`src/design/asrc_pkg.sv`:
```
// ----------------------------------------------------------------------------
// asrc_pkg
// Shared constants and types of the alpha strip run coalescer.
// ----------------------------------------------------------------------------
package asrc_pkg;

  localparam int MaxRuns   = 16;
  localparam int Lanes     = 8;
  localparam int CoordBits = 12;
  localparam int AlphaBits = 8;
  localparam int ColorBits = 8;
  localparam int SpanBits  = 3;
  localparam int EndBits   = CoordBits + 1;
  localparam int CntW      = $clog2(MaxRuns + 1);
  localparam int IdxW      = (MaxRuns > 1) ? $clog2(MaxRuns) : 1;
  localparam int LaneIdxW  = (Lanes > 1) ? $clog2(Lanes) : 1;
  localparam int CfgIdxW   = 2;

  localparam logic ReqUpdate = 1'b0;
  localparam logic ReqFlush  = 1'b1;

  typedef enum logic [CfgIdxW-1:0] {
    CfgRed   = 2'd0,
    CfgGreen = 2'd1,
    CfgBlue  = 2'd2
  } cfg_reg_e;

  typedef struct packed {
    logic [CoordBits-1:0] row;
    logic [AlphaBits-1:0] alpha;
    logic [CoordBits-1:0] x_start;
    logic [EndBits-1:0]   x_end;
  } asrc_run_t;

  typedef struct packed {
    logic             keep;
    logic [Lanes-1:0] hit;
  } asrc_match_t;

endpackage

```
`src/design/asrc_ifs.sv`:
```
// ----------------------------------------------------------------------------
// asrc channel interfaces
// Column requests in, closed runs out, colour register writes.
// ----------------------------------------------------------------------------
interface asrc_in_if;
  import asrc_pkg::*;
  logic                 valid;
  logic                 ready;
  logic                 req_type;
  logic [CoordBits-1:0] column_x;
  logic [CoordBits-1:0] row_first;
  logic [SpanBits-1:0]  row_span;
  logic [AlphaBits-1:0] alpha_lane0;
  logic [AlphaBits-1:0] alpha_lane1;
  logic [AlphaBits-1:0] alpha_lane2;
  logic [AlphaBits-1:0] alpha_lane3;
  logic [AlphaBits-1:0] alpha_lane4;
  logic [AlphaBits-1:0] alpha_lane5;
  logic [AlphaBits-1:0] alpha_lane6;
  logic [AlphaBits-1:0] alpha_lane7;

  modport source (output valid, req_type, column_x, row_first, row_span, alpha_lane0,
                  alpha_lane1, alpha_lane2, alpha_lane3, alpha_lane4, alpha_lane5,
                  alpha_lane6, alpha_lane7, input ready);
  modport sink (input valid, req_type, column_x, row_first, row_span, alpha_lane0,
                alpha_lane1, alpha_lane2, alpha_lane3, alpha_lane4, alpha_lane5,
                alpha_lane6, alpha_lane7, output ready);
endinterface

interface asrc_out_if;
  import asrc_pkg::*;
  logic                 valid;
  logic                 ready;
  logic [CoordBits-1:0] run_x_start;
  logic [EndBits-1:0]   run_x_end;
  logic [CoordBits-1:0] run_row;
  logic [AlphaBits-1:0] run_alpha;
  logic [ColorBits-1:0] run_red;
  logic [ColorBits-1:0] run_green;
  logic [ColorBits-1:0] run_blue;
  logic                 final_run;

  modport source (output valid, run_x_start, run_x_end, run_row, run_alpha, run_red,
                  run_green, run_blue, final_run, input ready);
  modport sink (input valid, run_x_start, run_x_end, run_row, run_alpha, run_red,
                run_green, run_blue, final_run, output ready);
endinterface

interface asrc_cfg_if;
  import asrc_pkg::*;
  logic                 valid;
  logic                 ready;
  logic [CfgIdxW-1:0]   index;
  logic [ColorBits-1:0] data;

  modport source (output valid, index, data, input ready);
  modport sink (input valid, index, data, output ready);
endinterface

```
`src/design/asrc_cell.sv`:
```
// ----------------------------------------------------------------------------
// asrc_cell
// One slot of the open run chain: shifts from its neighbour or loads a run.
// ----------------------------------------------------------------------------
module asrc_cell import asrc_pkg::*; (
  input  logic      clk_i,
  input  logic      shift_i,
  input  asrc_run_t nbr_i,
  input  logic      load_i,
  input  asrc_run_t load_data_i,
  output asrc_run_t run_o
);

  asrc_run_t run_q;

  always_ff @(posedge clk_i) begin
    if (load_i) begin
      run_q <= load_data_i;
    end else if (shift_i) begin
      run_q <= nbr_i;
    end
  end

  assign run_o = run_q;

endmodule

```
`src/design/asrc_match.sv`:
```
// ----------------------------------------------------------------------------
// asrc_match
// Compares the head run against the column lanes: keep flag and lane hits.
// ----------------------------------------------------------------------------
module asrc_match import asrc_pkg::*; (
  input  asrc_run_t                            head_i,
  input  logic [Lanes-1:0][CoordBits-1:0]      lane_row_i,
  input  logic [Lanes-1:0][AlphaBits-1:0]      lane_alpha_i,
  input  logic [Lanes-1:0]                     lane_ok_i,
  output asrc_match_t                          match_o
);

  always_comb begin
    match_o.hit = '0;
    for (int j = 0; j < Lanes; j++) begin
      // lane rows within a column are distinct, so at most one hit
      match_o.hit[j] = lane_ok_i[j] && (lane_row_i[j] == head_i.row) &&
                       (lane_alpha_i[j] == head_i.alpha);
    end
    match_o.keep = |match_o.hit;
  end

endmodule

```
`src/design/alpha_strip_run_coalescer_core.sv`:
```
// ----------------------------------------------------------------------------
// alpha_strip_run_coalescer_core
// Coalesces alpha columns into horizontal runs held in a chain of cells.
// ----------------------------------------------------------------------------
//  channel   dir  payload
//  in_if     in   req_type, column_x, row_first, row_span, alpha_lane0..7
//  out_if    out  run_x_start/end, run_row, run_alpha, colour, final_run
//  cfg_if    in   index, data (colour registers)
//
//  Update accepts a column, scans the open runs, drains, then appends lanes;
//  flush skips the append. The scan pops one run a cycle from the chain head;
//  closed runs leave one per cycle, while the output takes them, through a
//  pending stage and the output register. A stalled output holds the scan on
//  the next closing run only. Reset clears the run count, colours and
//  control; cell contents are written before they are read.
// ----------------------------------------------------------------------------
module alpha_strip_run_coalescer_core import asrc_pkg::*; (
  input  logic    clk_i,
  input  logic    rst_ni,
  asrc_in_if.sink     in_if,
  asrc_out_if.source  out_if,
  asrc_cfg_if.sink    cfg_if
);

  typedef enum logic [1:0] {
    StIdle,
    StScan,
    StDrain,
    StAppend
  } state_e;

  state_e                         state_q;
  logic [CntW-1:0]                count_q;
  logic [CntW-1:0]                rem_q;
  logic                           flush_q;
  logic [Lanes-1:0]               lane_ok_q;
  logic [Lanes-1:0]               hit_q;
  logic [LaneIdxW-1:0]            lane_idx_q;
  logic                           pend_v_q;
  logic                           out_valid_q;
  logic [ColorBits-1:0]           red_q, green_q, blue_q;

  logic [CoordBits-1:0]           x_q;
  logic [Lanes-1:0][CoordBits-1:0] lane_row_q;
  logic [Lanes-1:0][AlphaBits-1:0] lane_alpha_q;
  asrc_run_t                      pend_run_q;
  asrc_run_t                      pend_run_d;
  asrc_run_t                      out_run_q;
  logic                           out_final_q;

  logic [Lanes-1:0][AlphaBits-1:0] alpha_in;
  asrc_run_t                      cell_q [MaxRuns];
  asrc_match_t                    match;
  logic                           in_acc, out_free, pend_move;
  logic                           keep_step, drop_ok, shift_en, app_ok, wr_en;
  logic [IdxW-1:0]                wr_idx;
  asrc_run_t                      wr_data;
  logic [EndBits-1:0]             x_next;

  assign alpha_in[0] = in_if.alpha_lane0;
  assign alpha_in[1] = in_if.alpha_lane1;
  assign alpha_in[2] = in_if.alpha_lane2;
  assign alpha_in[3] = in_if.alpha_lane3;
  assign alpha_in[4] = in_if.alpha_lane4;
  assign alpha_in[5] = in_if.alpha_lane5;
  assign alpha_in[6] = in_if.alpha_lane6;
  assign alpha_in[7] = in_if.alpha_lane7;

  assign in_if.ready  = (state_q == StIdle);
  assign in_acc       = in_if.valid && in_if.ready;
  assign cfg_if.ready = 1'b1;

  assign x_next    = {1'b0, x_q} + EndBits'(1);
  assign out_free  = !out_valid_q || out_if.ready;
  assign keep_step = (flush_q == ReqUpdate) && match.keep;
  // during the scan the pending run only leaves when a later run closes,
  // so the last closed run is always the one sent from the drain state
  assign pend_move = pend_v_q && out_free &&
                     ((state_q == StScan && rem_q != '0 && !keep_step) ||
                      state_q == StDrain);
  assign drop_ok   = !pend_v_q || pend_move;
  assign shift_en  = (state_q == StScan) && (rem_q != '0) && (keep_step || drop_ok);
  assign app_ok    = (state_q == StAppend) && lane_ok_q[lane_idx_q] && !hit_q[lane_idx_q] &&
                     (count_q < CntW'(MaxRuns));
  assign wr_en     = (shift_en && keep_step) || app_ok;

  always_comb begin
    if (state_q == StScan) begin
      // kept run goes to the tail of the remaining chain
      wr_idx          = IdxW'(count_q - CntW'(1));
      wr_data         = cell_q[0];
      wr_data.x_end   = x_next;
    end else begin
      wr_idx          = IdxW'(count_q);
      wr_data.row     = lane_row_q[lane_idx_q];
      wr_data.alpha   = lane_alpha_q[lane_idx_q];
      wr_data.x_start = x_q;
      wr_data.x_end   = x_next;
    end
  end

  always_comb begin
    pend_run_d = cell_q[0];
    if (flush_q == ReqUpdate) pend_run_d.x_end = {1'b0, x_q};
  end

  for (genvar i = 0; i < MaxRuns; i++) begin : g_chain
    asrc_run_t nbr;
    if (i == MaxRuns - 1) begin : g_tail
      assign nbr = '0;
    end else begin : g_mid
      assign nbr = cell_q[i+1];
    end
    asrc_cell u_cell (
      .clk_i       (clk_i),
      .shift_i     (shift_en),
      .nbr_i       (nbr),
      .load_i      (wr_en && (wr_idx == IdxW'(i))),
      .load_data_i (wr_data),
      .run_o       (cell_q[i])
    );
  end

  asrc_match u_match (
    .head_i       (cell_q[0]),
    .lane_row_i   (lane_row_q),
    .lane_alpha_i (lane_alpha_q),
    .lane_ok_i    (lane_ok_q),
    .match_o      (match)
  );

  always_ff @(posedge clk_i or negedge rst_ni) begin
    if (!rst_ni) begin
      state_q     <= StIdle;
      count_q     <= '0;
      rem_q       <= '0;
      flush_q     <= 1'b0;
      lane_ok_q   <= '0;
      hit_q       <= '0;
      lane_idx_q  <= '0;
      pend_v_q    <= 1'b0;
      out_valid_q <= 1'b0;
      red_q       <= '0;
      green_q     <= '0;
      blue_q      <= '0;
    end else begin
      if (cfg_if.valid) begin
        unique case (cfg_if.index)
          CfgRed:   red_q   <= cfg_if.data;
          CfgGreen: green_q <= cfg_if.data;
          CfgBlue:  blue_q  <= cfg_if.data;
          default: ;
        endcase
      end

      if (pend_move) begin
        out_valid_q <= 1'b1;
      end else if (out_valid_q && out_if.ready) begin
        out_valid_q <= 1'b0;
      end

      if (shift_en && !keep_step) begin
        pend_v_q <= 1'b1;
      end else if (pend_move) begin
        pend_v_q <= 1'b0;
      end

      unique case (state_q)
        StIdle: begin
          if (in_acc) begin
            flush_q    <= in_if.req_type;
            rem_q      <= count_q;
            hit_q      <= '0;
            lane_idx_q <= '0;
            for (int i = 0; i < Lanes; i++) begin
              lane_ok_q[i] <= (SpanBits'(i) <= in_if.row_span) && (alpha_in[i] != '0);
            end
            state_q    <= StScan;
          end
        end
        StScan: begin
          if (rem_q == '0) begin
            state_q <= StDrain;
          end else if (shift_en) begin
            rem_q <= rem_q - CntW'(1);
            if (keep_step) begin
              hit_q <= hit_q | match.hit;
            end else begin
              count_q  <= count_q - CntW'(1);
            end
          end
        end
        StDrain: begin
          if (!pend_v_q || pend_move) begin
            state_q <= (flush_q == ReqFlush) ? StIdle : StAppend;
          end
        end
        StAppend: begin
          if (app_ok) count_q <= count_q + CntW'(1);
          lane_idx_q <= lane_idx_q + LaneIdxW'(1);
          if (lane_idx_q == LaneIdxW'(Lanes - 1)) state_q <= StIdle;
        end
        default: state_q <= StIdle;
      endcase
    end
  end

  always_ff @(posedge clk_i) begin
    if (in_acc) begin
      x_q <= in_if.column_x;
      for (int i = 0; i < Lanes; i++) begin
        lane_row_q[i]   <= in_if.row_first + CoordBits'(i);
        lane_alpha_q[i] <= alpha_in[i];
      end
    end
    if (shift_en && !keep_step) begin
      pend_run_q <= pend_run_d;
    end
    if (pend_move) begin
      out_run_q   <= pend_run_q;
      out_final_q <= (state_q == StDrain);
    end
  end

  assign out_if.valid       = out_valid_q;
  assign out_if.run_x_start = out_run_q.x_start;
  assign out_if.run_x_end   = out_run_q.x_end;
  assign out_if.run_row     = out_run_q.row;
  assign out_if.run_alpha   = out_run_q.alpha;
  assign out_if.run_red     = red_q;
  assign out_if.run_green   = green_q;
  assign out_if.run_blue    = blue_q;
  assign out_if.final_run   = out_final_q;

endmodule

```
`src/flat_wrapper.sv`:
```
// flat-port wrapper written by rule: the top's interface ports become plain ports
module alpha_strip_run_coalescer_core_flat import asrc_pkg::*;
  (clk_i, rst_ni, in_if_valid, in_if_req_type, in_if_column_x, in_if_row_first, in_if_row_span, in_if_alpha_lane0, in_if_alpha_lane1, in_if_alpha_lane2, in_if_alpha_lane3, in_if_alpha_lane4, in_if_alpha_lane5, in_if_alpha_lane6, in_if_alpha_lane7, in_if_ready, out_if_valid, out_if_run_x_start, out_if_run_x_end, out_if_run_row, out_if_run_alpha, out_if_run_red, out_if_run_green, out_if_run_blue, out_if_final_run, out_if_ready, cfg_if_valid, cfg_if_index, cfg_if_data, cfg_if_ready);
  asrc_in_if in_if_i ();
  asrc_out_if out_if_i ();
  asrc_cfg_if cfg_if_i ();
  input  logic clk_i;
  input  logic rst_ni;
  input wire logic [$bits(in_if_i.valid)-1:0] in_if_valid;
  input wire logic [$bits(in_if_i.req_type)-1:0] in_if_req_type;
  input wire logic [$bits(in_if_i.column_x)-1:0] in_if_column_x;
  input wire logic [$bits(in_if_i.row_first)-1:0] in_if_row_first;
  input wire logic [$bits(in_if_i.row_span)-1:0] in_if_row_span;
  input wire logic [$bits(in_if_i.alpha_lane0)-1:0] in_if_alpha_lane0;
  input wire logic [$bits(in_if_i.alpha_lane1)-1:0] in_if_alpha_lane1;
  input wire logic [$bits(in_if_i.alpha_lane2)-1:0] in_if_alpha_lane2;
  input wire logic [$bits(in_if_i.alpha_lane3)-1:0] in_if_alpha_lane3;
  input wire logic [$bits(in_if_i.alpha_lane4)-1:0] in_if_alpha_lane4;
  input wire logic [$bits(in_if_i.alpha_lane5)-1:0] in_if_alpha_lane5;
  input wire logic [$bits(in_if_i.alpha_lane6)-1:0] in_if_alpha_lane6;
  input wire logic [$bits(in_if_i.alpha_lane7)-1:0] in_if_alpha_lane7;
  output wire logic [$bits(in_if_i.ready)-1:0] in_if_ready;
  output wire logic [$bits(out_if_i.valid)-1:0] out_if_valid;
  output wire logic [$bits(out_if_i.run_x_start)-1:0] out_if_run_x_start;
  output wire logic [$bits(out_if_i.run_x_end)-1:0] out_if_run_x_end;
  output wire logic [$bits(out_if_i.run_row)-1:0] out_if_run_row;
  output wire logic [$bits(out_if_i.run_alpha)-1:0] out_if_run_alpha;
  output wire logic [$bits(out_if_i.run_red)-1:0] out_if_run_red;
  output wire logic [$bits(out_if_i.run_green)-1:0] out_if_run_green;
  output wire logic [$bits(out_if_i.run_blue)-1:0] out_if_run_blue;
  output wire logic [$bits(out_if_i.final_run)-1:0] out_if_final_run;
  input wire logic [$bits(out_if_i.ready)-1:0] out_if_ready;
  input wire logic [$bits(cfg_if_i.valid)-1:0] cfg_if_valid;
  input wire logic [$bits(cfg_if_i.index)-1:0] cfg_if_index;
  input wire logic [$bits(cfg_if_i.data)-1:0] cfg_if_data;
  output wire logic [$bits(cfg_if_i.ready)-1:0] cfg_if_ready;
  assign in_if_i.valid = in_if_valid;
  assign in_if_i.req_type = in_if_req_type;
  assign in_if_i.column_x = in_if_column_x;
  assign in_if_i.row_first = in_if_row_first;
  assign in_if_i.row_span = in_if_row_span;
  assign in_if_i.alpha_lane0 = in_if_alpha_lane0;
  assign in_if_i.alpha_lane1 = in_if_alpha_lane1;
  assign in_if_i.alpha_lane2 = in_if_alpha_lane2;
  assign in_if_i.alpha_lane3 = in_if_alpha_lane3;
  assign in_if_i.alpha_lane4 = in_if_alpha_lane4;
  assign in_if_i.alpha_lane5 = in_if_alpha_lane5;
  assign in_if_i.alpha_lane6 = in_if_alpha_lane6;
  assign in_if_i.alpha_lane7 = in_if_alpha_lane7;
  assign in_if_ready = in_if_i.ready;
  assign out_if_valid = out_if_i.valid;
  assign out_if_run_x_start = out_if_i.run_x_start;
  assign out_if_run_x_end = out_if_i.run_x_end;
  assign out_if_run_row = out_if_i.run_row;
  assign out_if_run_alpha = out_if_i.run_alpha;
  assign out_if_run_red = out_if_i.run_red;
  assign out_if_run_green = out_if_i.run_green;
  assign out_if_run_blue = out_if_i.run_blue;
  assign out_if_final_run = out_if_i.final_run;
  assign out_if_i.ready = out_if_ready;
  assign cfg_if_i.valid = cfg_if_valid;
  assign cfg_if_i.index = cfg_if_index;
  assign cfg_if_i.data = cfg_if_data;
  assign cfg_if_ready = cfg_if_i.ready;
  alpha_strip_run_coalescer_core u_core (.clk_i(clk_i), .rst_ni(rst_ni), .in_if(in_if_i), .out_if(out_if_i), .cfg_if(cfg_if_i));
endmodule
```
`config.mk`:
```
export PLATFORM = sky130hd
export DESIGN_NAME = alpha_strip_run_coalescer_core_flat
export DESIGN_NICKNAME = d
export VERILOG_FILES = /design/src/design/asrc_pkg.sv /design/src/design/asrc_ifs.sv /design/src/design/asrc_cell.sv /design/src/design/asrc_match.sv /design/src/design/alpha_strip_run_coalescer_core.sv /design/src/flat_wrapper.sv
export SDC_FILE = /design/constraint.sdc
export NUM_CORES = 2
export LEC_CHECK = 0
export ABC_AREA = 1
export BUFFER_PORTS_ARGS = -buffer_cell sky130_fd_sc_hd__buf_4
export CAP_MARGIN = 25
export CORE_MARGIN = 2
export CORE_UTILIZATION = 25
export CTS_CLUSTER_DIAMETER = 200
export DETAILED_ROUTE_END_ITERATION = 8
export PLACE_DENSITY_LB_ADDON = 0.15
export RECOVER_POWER = 50
export SYNTH_ARGS = -nofsm -noshare
export SYNTH_HDL_FRONTEND = slang
export SYNTH_SLANG_ARGS = --single-unit
```
`constraint.sdc`:
```
create_clock -name clk_i -period 7.83 [get_ports clk_i]
set_input_delay 0.3915 -clock clk_i [delete_from_list [all_inputs] [get_ports clk_i]]
set_output_delay 0.3915 -clock clk_i [all_outputs]
set_load 0.005 [all_outputs]
```
# --- After elaboration in Yosys (flattened, before gate mapping) ---
# Index checks and enable logic that the tools add are counted.
totals:
  reg_bits: 1041
  latchBits: 0
  ram_bits: 0
  rom_bits: 0
  inputBits: 107
  out_inout_bits: 73
  elab_cells: 348
  mem_count: 0
op_classes:
  addsub: 12
  n_mul: 0
  div_mod_pow: 0
  order_cmp: 10
  n_eq_ne: 46
  shifts: 0
  n_mux: 69
  bitwise: 2
  reduce_logical: 106
op_table:
  columns: ["op", "count"]
  rows:
  - ["two-way mux 45 bit", 33]
  - ["equality test 12 bit", 8]
  - ["equality test 8 bit", 8]
  - ["nonzero test 8 bit", 8]
  - ["logical AND 1 bit", 53]
  - ["adder 12 x 3 -> 12 bit (second input constant)", 4]
  - ["nonzero test 2 bit", 21]
  - ["two-way mux 8 bit", 5]
  - ["binary-select mux 12 bit (select 3 bit)", 1]
  - ["two-way mux 5 bit", 7]
  - ["equality test 4 bit (second input constant)", 8]
  - ["adder 12 x 2 -> 12 bit (second input constant)", 2]
  - ["binary-select mux 8 bit (select 3 bit)", 1]
  - ["two-way mux 12 bit", 2]
  - ["case mux 5 bit (2 select lines)", 2]
  - ["equality test 4 x 3 -> 1 bit (second input constant)", 4]
  - ["case mux 8 bit (2 select lines)", 1]
  - ["adder 12 x 1 -> 13 bit (second input constant)", 1]
  - ["adder 12 x 1 -> 12 bit (second input constant)", 1]
  - ["less-or-equal comparator 3 bit (first input constant)", 4]
  - ["two-way mux 2 bit", 5]
  - ["inequality test 2 bit (second input constant)", 5]
  - ["AND reduction 2 bit", 5]
  - ["AND reduction 5 bit", 2]
  - ["29 further kinds", 54]

# --- Depth between registers and ports, before layout ---
logic_depth:
  depth_word: 16
  ltp_mapped: 24
  depth_no_buf: 21

# --- Cells and area by module ---
# Synthesis repeated with hierarchy kept, for this count alone.
hier_totals:
  cells_unflattened: 4939
  hier_area_um2: 48190.0
by_module_without_submodules:
  columns: ["module", "n_inst", "cells_each", "area_per_inst_um2", "seq_area_each_um2"]
  rows:
  - ["asrc_cell", 16, 191, 1981.9, 1351.3]
  - ["alpha_strip_run_coalescer_core", 1, 1196, 13600.5, 9048.7]
  - ["asrc_match", 1, 687, 2879.0, 0.0]

# --- Worst setup path after synthesis ---
# No wires, ideal clock.
synth_path:
  path_kind: "reg2reg"
  start: "reg u_core.state_q[0]"
  end: "reg u_core.lane_ok_q[2]"
  setup_time_ns: 0.373
  arrival_time_ns: 5.766
  required_ns: 7.457
  slack_ns: 1.691
  stages_incl_launch_ff: 6
  path_buffers: 1
  cell_sequence: "dfrtp_1 nor2_1 nand2_1 inv_1 clkbuf_1 o21ai_0"
synth_between:
  elab_chain_cells: 3
synth_lines:
  columns: ["element", "line_no", "text"]
  rows:
  - ["from (decl)", "alpha_strip_run_coalescer_core.sv:32", "state_e state_q;"]
  - ["from (signal assigned)", "alpha_strip_run_coalescer_core.sv:134", "state_q <= StIdle;"]
  - ["from (signal assigned)", "alpha_strip_run_coalescer_core.sv:178", "state_q <= StScan;"]
  - ["from (signal assigned)", "alpha_strip_run_coalescer_core.sv:183", "state_q <= StDrain;"]
  - ["logical NOT 2 bit", "alpha_strip_run_coalescer_core.sv:69", "assign in_if.ready = (state_q == StIdle);"]
  - ["named net in_if_ready", "flat_wrapper.sv:22", "output wire logic [$bits(in_if_i.ready)-1:0] in_if_ready;"]
  - ["logical AND 1 bit", "alpha_strip_run_coalescer_core.sv:70", "assign in_acc = in_if.valid && in_if.ready;"]
  - ["named net u_core.in_acc", "alpha_strip_run_coalescer_core.sv:54", "logic in_acc, out_free, pend_move;"]
  - ["AND reduction 2 bit (no line)", null, null]
  - ["to (signal, indexed assignment)", "alpha_strip_run_coalescer_core.sv:176", "lane_ok_q[i] <= (SpanBits'(i) <= in_if.row_span) && (alpha_in[i] != '0);"]
  - ["to (decl)", "alpha_strip_run_coalescer_core.sv:36", "logic [Lanes-1:0] lane_ok_q;"]
# The timed path passes the listed nets, and every way through them passes these cells.
# A chain may end at the register's enable or synchronous reset.

# --- Worst setup path after layout ---
layout_path:
  start: "reg u_core.g_chain[0].u_cell.run_q, in the netlist u_core.g_chain[0].u_cell.run_o[25]"
  end: "reg u_core.g_chain[11].u_cell.run_q, in the netlist u_core.g_chain[11].u_cell.run_o[35] (enable)"
layout_between:
  elab_chain_cells: 15
  word_cells_on_any_way: 29
  cone_classes: "8 x eq/ne; 21 x reduce/logical"
layout_lines:
  columns: ["element", "line_no", "text"]
  rows:
  - ["from (decl)", "asrc_cell.sv:14", "asrc_run_t run_q;"]
  - ["from (signal assigned)", "asrc_cell.sv:18", "run_q <= load_data_i;"]
  - ["from (signal assigned)", "asrc_cell.sv:20", "run_q <= nbr_i;"]
  - ["equality test 8 bit", "asrc_match.sv:18", "(lane_alpha_i[j] == head_i.alpha);"]
  - ["logical AND 1 bit", "asrc_match.sv:17", "match_o.hit[j] = lane_ok_i[j] && (lane_row_i[j] == head_i.row) &&"]
  - ["OR reduction 8 bit (*)", "asrc_match.sv:20", "match_o.keep = |match_o.hit;"]
  - ["logical AND 1 bit (*)", "alpha_strip_run_coalescer_core.sv:75", "assign keep_step = (flush_q == ReqUpdate) && match.keep;"]
  - ["logical NOT 1 bit", "alpha_strip_run_coalescer_core.sv:79", "((state_q == StScan && rem_q != '0 && !keep_step) ||"]
  - ["logical AND 1 bit", "alpha_strip_run_coalescer_core.sv:79", null]
  - ["logical OR 1 bit", "alpha_strip_run_coalescer_core.sv:79", null]
  - ["logical AND 1 bit", "alpha_strip_run_coalescer_core.sv:78", "assign pend_move = pend_v_q && out_free &&"]
  - ["logical OR 1 bit", "alpha_strip_run_coalescer_core.sv:81", "assign drop_ok = !pend_v_q || pend_move;"]
  - ["logical OR 1 bit", "alpha_strip_run_coalescer_core.sv:82", "assign shift_en = (state_q == StScan) && (rem_q != '0) && (keep_step || drop_ok);"]
  - ["logical AND 1 bit", "alpha_strip_run_coalescer_core.sv:82", null]
  - ["logical AND 1 bit", "alpha_strip_run_coalescer_core.sv:85", "assign wr_en = (shift_en && keep_step) || app_ok;"]
  - ["logical OR 1 bit", "alpha_strip_run_coalescer_core.sv:85", null]
  - ["logical AND 1 bit", "alpha_strip_run_coalescer_core.sv:118", ".load_i (wr_en && (wr_idx == IdxW'(i))),"]
  - ["nonzero test 2 bit (no line) (*)", null, null]
  - ["to (signal assigned)", "asrc_cell.sv:18", null]
  - ["to (signal assigned)", "asrc_cell.sv:20", null]
  - ["to (decl)", "asrc_cell.sv:14", null]
# Mark *: on every way between the ends. The rest lies on a longest branch, timed or not.

==> results.md <==
- The flow ran to the end, but the final reports show violations.
- The final reports fail on max-capacitance violations, max-slew violations.
- The multi-input combinational cells in the finished layout cover a total of 13200 sq um.
- The type of the worst setup path is reg -> reg.
- The synthesized design contains 973 enable-type register cells.
- The first routing iteration left 2422 violations.
- The number of antenna violations at the first check in global routing is 2.
- The class of the most critical hold timing path is in -> reg.
- The area of the die is 189000 sq um.
- STA classifies the critical path startpoint as a register.
- Clock skew on the completed layout was measured at 0.0557 ns.
- In this run the tool buffered the top-level ports with 178 buffer cells.
- Synthesis produced a netlist with a net count of 4526.
- The period utilization is 0.752.
- The most common cell in the synthesized netlist is nand2_1.
- Of the cells placed in the final design, the portion with a size suffix greater than 1 is 0.0788.
- The via count of the first global-routing pass is 31.1k.
- The TritonCTS clock tree is built.
- The largest net degree at the start of global routing is 92.
- The slew at the pin with the worst max-slew slack is 3.54 ns.
- The number of vias in the routed layout is 31.8k.
- After the last flow step, the layout net total stands at 4718.
- The signal on the critical path passes through inv_1 -> nand2_1 -> nand2_1 -> nand3_1 -> nor2_1 -> nand3_1 -> nand2_1 -> nor2_2 -> nand2_1 -> nand3_1 -> nand2_1 -> nand3_4 -> clkbuf_2 -> nand2_2 -> buf_16.
- The worst vdd rail ir drop is 0.185 mV.
- Before antenna repair, the detailed router went through 7 iterations.
- Setup slack closes at 1.95 ns.
- The launching instance or port of the critical path is u_core.g_chain[0].u_cell.run_o[25].
- The setup slack on the worst flop-to-flop path is 1.95 ns.
- The largest area contributor in the synthesized netlist is edfxtp_1.
- The number of buffers added by the clock tree synthesis step is 119.
- The critical hold path startpoint is out_if_ready.
- By area the synthesized netlist is led by edfxtp_1, nand2_1, o21ai_0.
- The minimum clock period after layout is 5.88 ns.
- The vertical die dimension is 435 um.
- From synthesis to final layout, the design area changed by 17.4%.
- The cell seen most often among critical-path stages is nand2_1.
- The later pin in the worst-skew pair is clocked with a latency of 0.76 ns.
- Hold timing on the final database bottoms out at a slack of 0.106 ns.
- The number of hold-slack violations in the final timing report is 0.
- Of the post-synthesis cell area, the dominant cell type holds 0.630.
- Along the worst path, the maximum fanout reaches 91.
- The post-detailed-route DRC marker count is 0.
- The first-pass GRT wire length is 215000 um.
- The total cell area at the placement stage is 50000 sq um.
- The count of clock tree sinks is 1031.
- Counting distinct cell types in the post-synthesis netlist gives 51.
- The detailed-route vias per instance is 4.43.
- The total count of max-transition violations in the final report was 433.
- The sequential element share of the synthesized area is 0.661.
- Setup repair after global routing left no endpoint under its margin.
- Synthesis inferred 1031 register bits.
- The post-route standard cell area excluding fillers is 54500 sq um.
- The total grt overflow is 0.
- On the worst path, the slowest cell contributes a delay of 1.04 ns.
- The post-synthesis average cell area is 10.5 sq um.
- The launch point of the worst reg-to-reg path is u_core.g_chain[0].u_cell.run_o[25].
- The HPWL after detailed placement is 107000 um.
- At the worst endpoint, the required time is 8.29 ns.
- The total power divided by cell area is 384 nW/um^2.
- The capture point of the worst reg-to-reg path is u_core.g_chain[11].u_cell.run_o[35].
- The final standard cell utilization of the core is 0.295.
- The initial core utilization is 0.251.
- The most used flip-flop cell after synthesis is edfxtp_1.
- The number of top-level pins is 180.
- Following the worst setup path forward leads to its endpoint at u_core.g_chain[11].u_cell.run_o[35].
- The number of cells produced by synthesis is 4403.
- The final-report setup violation count is 0.
- The arrival time at the worst endpoint is 6.35 ns.
- The fraction of registers with async set/reset is 0.0563.
- The Yosys step of the flow raised 0 warnings.
- In this run the deepest clock path goes through 3 buffers.
- Once the clock tree was built, the resizer swapped 0 gates to a different size.
- The worst slew slack as a fraction of its limit is -1.36.
- The commonest cells after synthesis are nand2_1, edfxtp_1, o21ai_0.
- In this run the core area contains 158 standard-cell rows.
- The filler cells instantiated in the layout total 19.3k.
- The cell at the slowest stage of the critical path is clkbuf_2.
- The critical path endpoint category is a register.
- The antenna violation net count after detailed routing is 0.
- The area of the core region is 185000 sq um.
- The number of levels in the clock H-tree is 3.
- The final sum of negative setup slack is 0 ns.
- The width of the die is 435 um.
- In this run the static leakage power is 21.0 nW.
- The clock root buffer is clkbuf_16.
- Routability-driven placement finished with a final weighted congestion of 0.920.
- Max-cap violations in this run came to 8.
- Before CTS, the worst setup slack after placement is 2.74 ns.
- The all-layer global routing usage is 0.151.
- After clock tree synthesis, the clock-pin slew on the worst setup and hold paths is 0.06 ns.
- The area taken by flip-flops and latches is 30700 sq um.
- The average routed wire per standard cell is 20.1 um.
- Summing every instance area after synthesis gives 46400 sq um.
- Counting cells, the worst reg-to-reg path comes to 15.
- The total wirelength of the detailed-routed design is 145000 um.
- The fmax is 170 MHz.
## worst max-delay path, delay by kind of cell (launching register included)
family	cells	cell delay (ns)
flops	1	0.83
simple gates	12	2.92
buf+inv	3	1.80
## sequential cells by signal, summed over array words and instances, names as in the netlist
| register | count |
|---|---|
| u_core.g_chain.u_cell.run_o | 720 |
| u_core.pend_run_q | 45 |
| u_core.lane_alpha_q | 64 |
| u_core.state_q | 2 |
| u_core.out_if.run_green | 8 |
| u_core.rem_q | 5 |
| u_core.flush_q | 1 |
| u_core.out_if.run_blue | 8 |
| u_core.out_if.run_row | 12 |
| u_core.out_if.final_run | 1 |
| u_core.lane_ok_q | 8 |
| u_core.lane_row_q | 86 |
| u_core.out_if.run_alpha | 8 |
| u_core.out_if.run_red | 8 |
| u_core.pend_v_q | 1 |
| u_core.x_q | 12 |
| u_core.hit_q | 8 |
| u_core.out_if.valid | 1 |
| u_core.out_if.run_x_start | 12 |
| u_core.out_if.run_x_end | 13 |
| u_core.count_q | 5 |
| u_core.lane_idx_q | 3 |
## how the worst min path moves through the flow
stage	endpoint	slack, ns	cells after the start
4_1_cts	u_core.out_if.valid	0.04	4
3_5_place_dp	u_core.out_if.run_x_end[8]	0.41	0
6_report	u_core.out_if.valid	0.11	4
2_1_floorplan	u_core.count_q[0]	0.1	0
5_1_grt	u_core.out_if.valid	0.06	4
3_3_place_gp	u_core.out_if.run_x_start[0]	0.40	0
## stage by stage
stage          power [mW]  std cells
2_1_floorplan        12.9       4403
3_3_place_gp         15.7       6835
3_5_place_dp         15.8       6846
4_1_cts              21.4       7168
5_1_grt              22.2       7177
6_report             20.9       7178
## cell families (layout without fill, tap and decap cells)
group | count (synthesis) | after routing | synth area share
simple gates | 1694 | 1694 | 0.150
flops | 1031 | 1031 | 0.661
fa+ha+maj | 16 | 16 | 0.00432
other cells | 1 | 3 | 0.0000808
compound gates | 1020 | 1020 | 0.115
xor+xnor | 86 | 86 | 0.0162
buf+inv | 555 | 848 | 0.0533
## placed cells by master, fill, tap and decap left out, drive strengths merged, types with 9 or more instances in the layout
cell	synthesis	layout
xnor2	24	24
nand3	123	123
edfxtp	973	973
ha	16	16
nor3	21	21
o211ai	14	14
nand2	1241	1241
inv	291	293
clkbuf	138	327
o21ai	898	898
dlygate4sd3	0	100
dfrtp	58	58
nor4	19	19
xor2	62	62
nor2	242	242
clkinv	3	54
a21oi	87	87
bufinv	0	9
nand4	38	38
buf	123	61
## power by group
group / switching [mW] / leakage [nW] / internal, mW
logic: 4.58 / 9.43 / 1.50
clock network: 2.32 / 1.82 / 3.12
registers: 0.862 / 9.70 / 8.55
total: 7.76 / 21.0 / 13.2
## layer usage
| metal | vias up | share of wire | track usage |
|---|---|---|---|
| met5 | - | 0.00048 | 0 |
| met2 | 733 | 0.45 | 0.236 |
| met1 | 15235 | 0.46 | 0.207 |
| met4 | 2 | 0.045 | 0.0636 |
| li1 | 15585 | - | - |
| met3 | 248 | 0.043 | 0.0239 |
## area by class of cell
class,count,area share
timing repair buffer,332,0.0468
multi-input combinational,2817,0.243
tap,2480,0.0570
clock inverter,66,0.0120
antenna,2,0.0000919
clock buffer,156,0.0576
sequential,1031,0.563
inverter,294,0.0205
## repair_timing
action,in CTS,in global routing
endpoints found under the hold margin,193,0
setup endpoints to repair,0,0
buffers inserted,0,0
hold buffers,100,0
No activity file was read; power rests on OpenSTA's default activity.
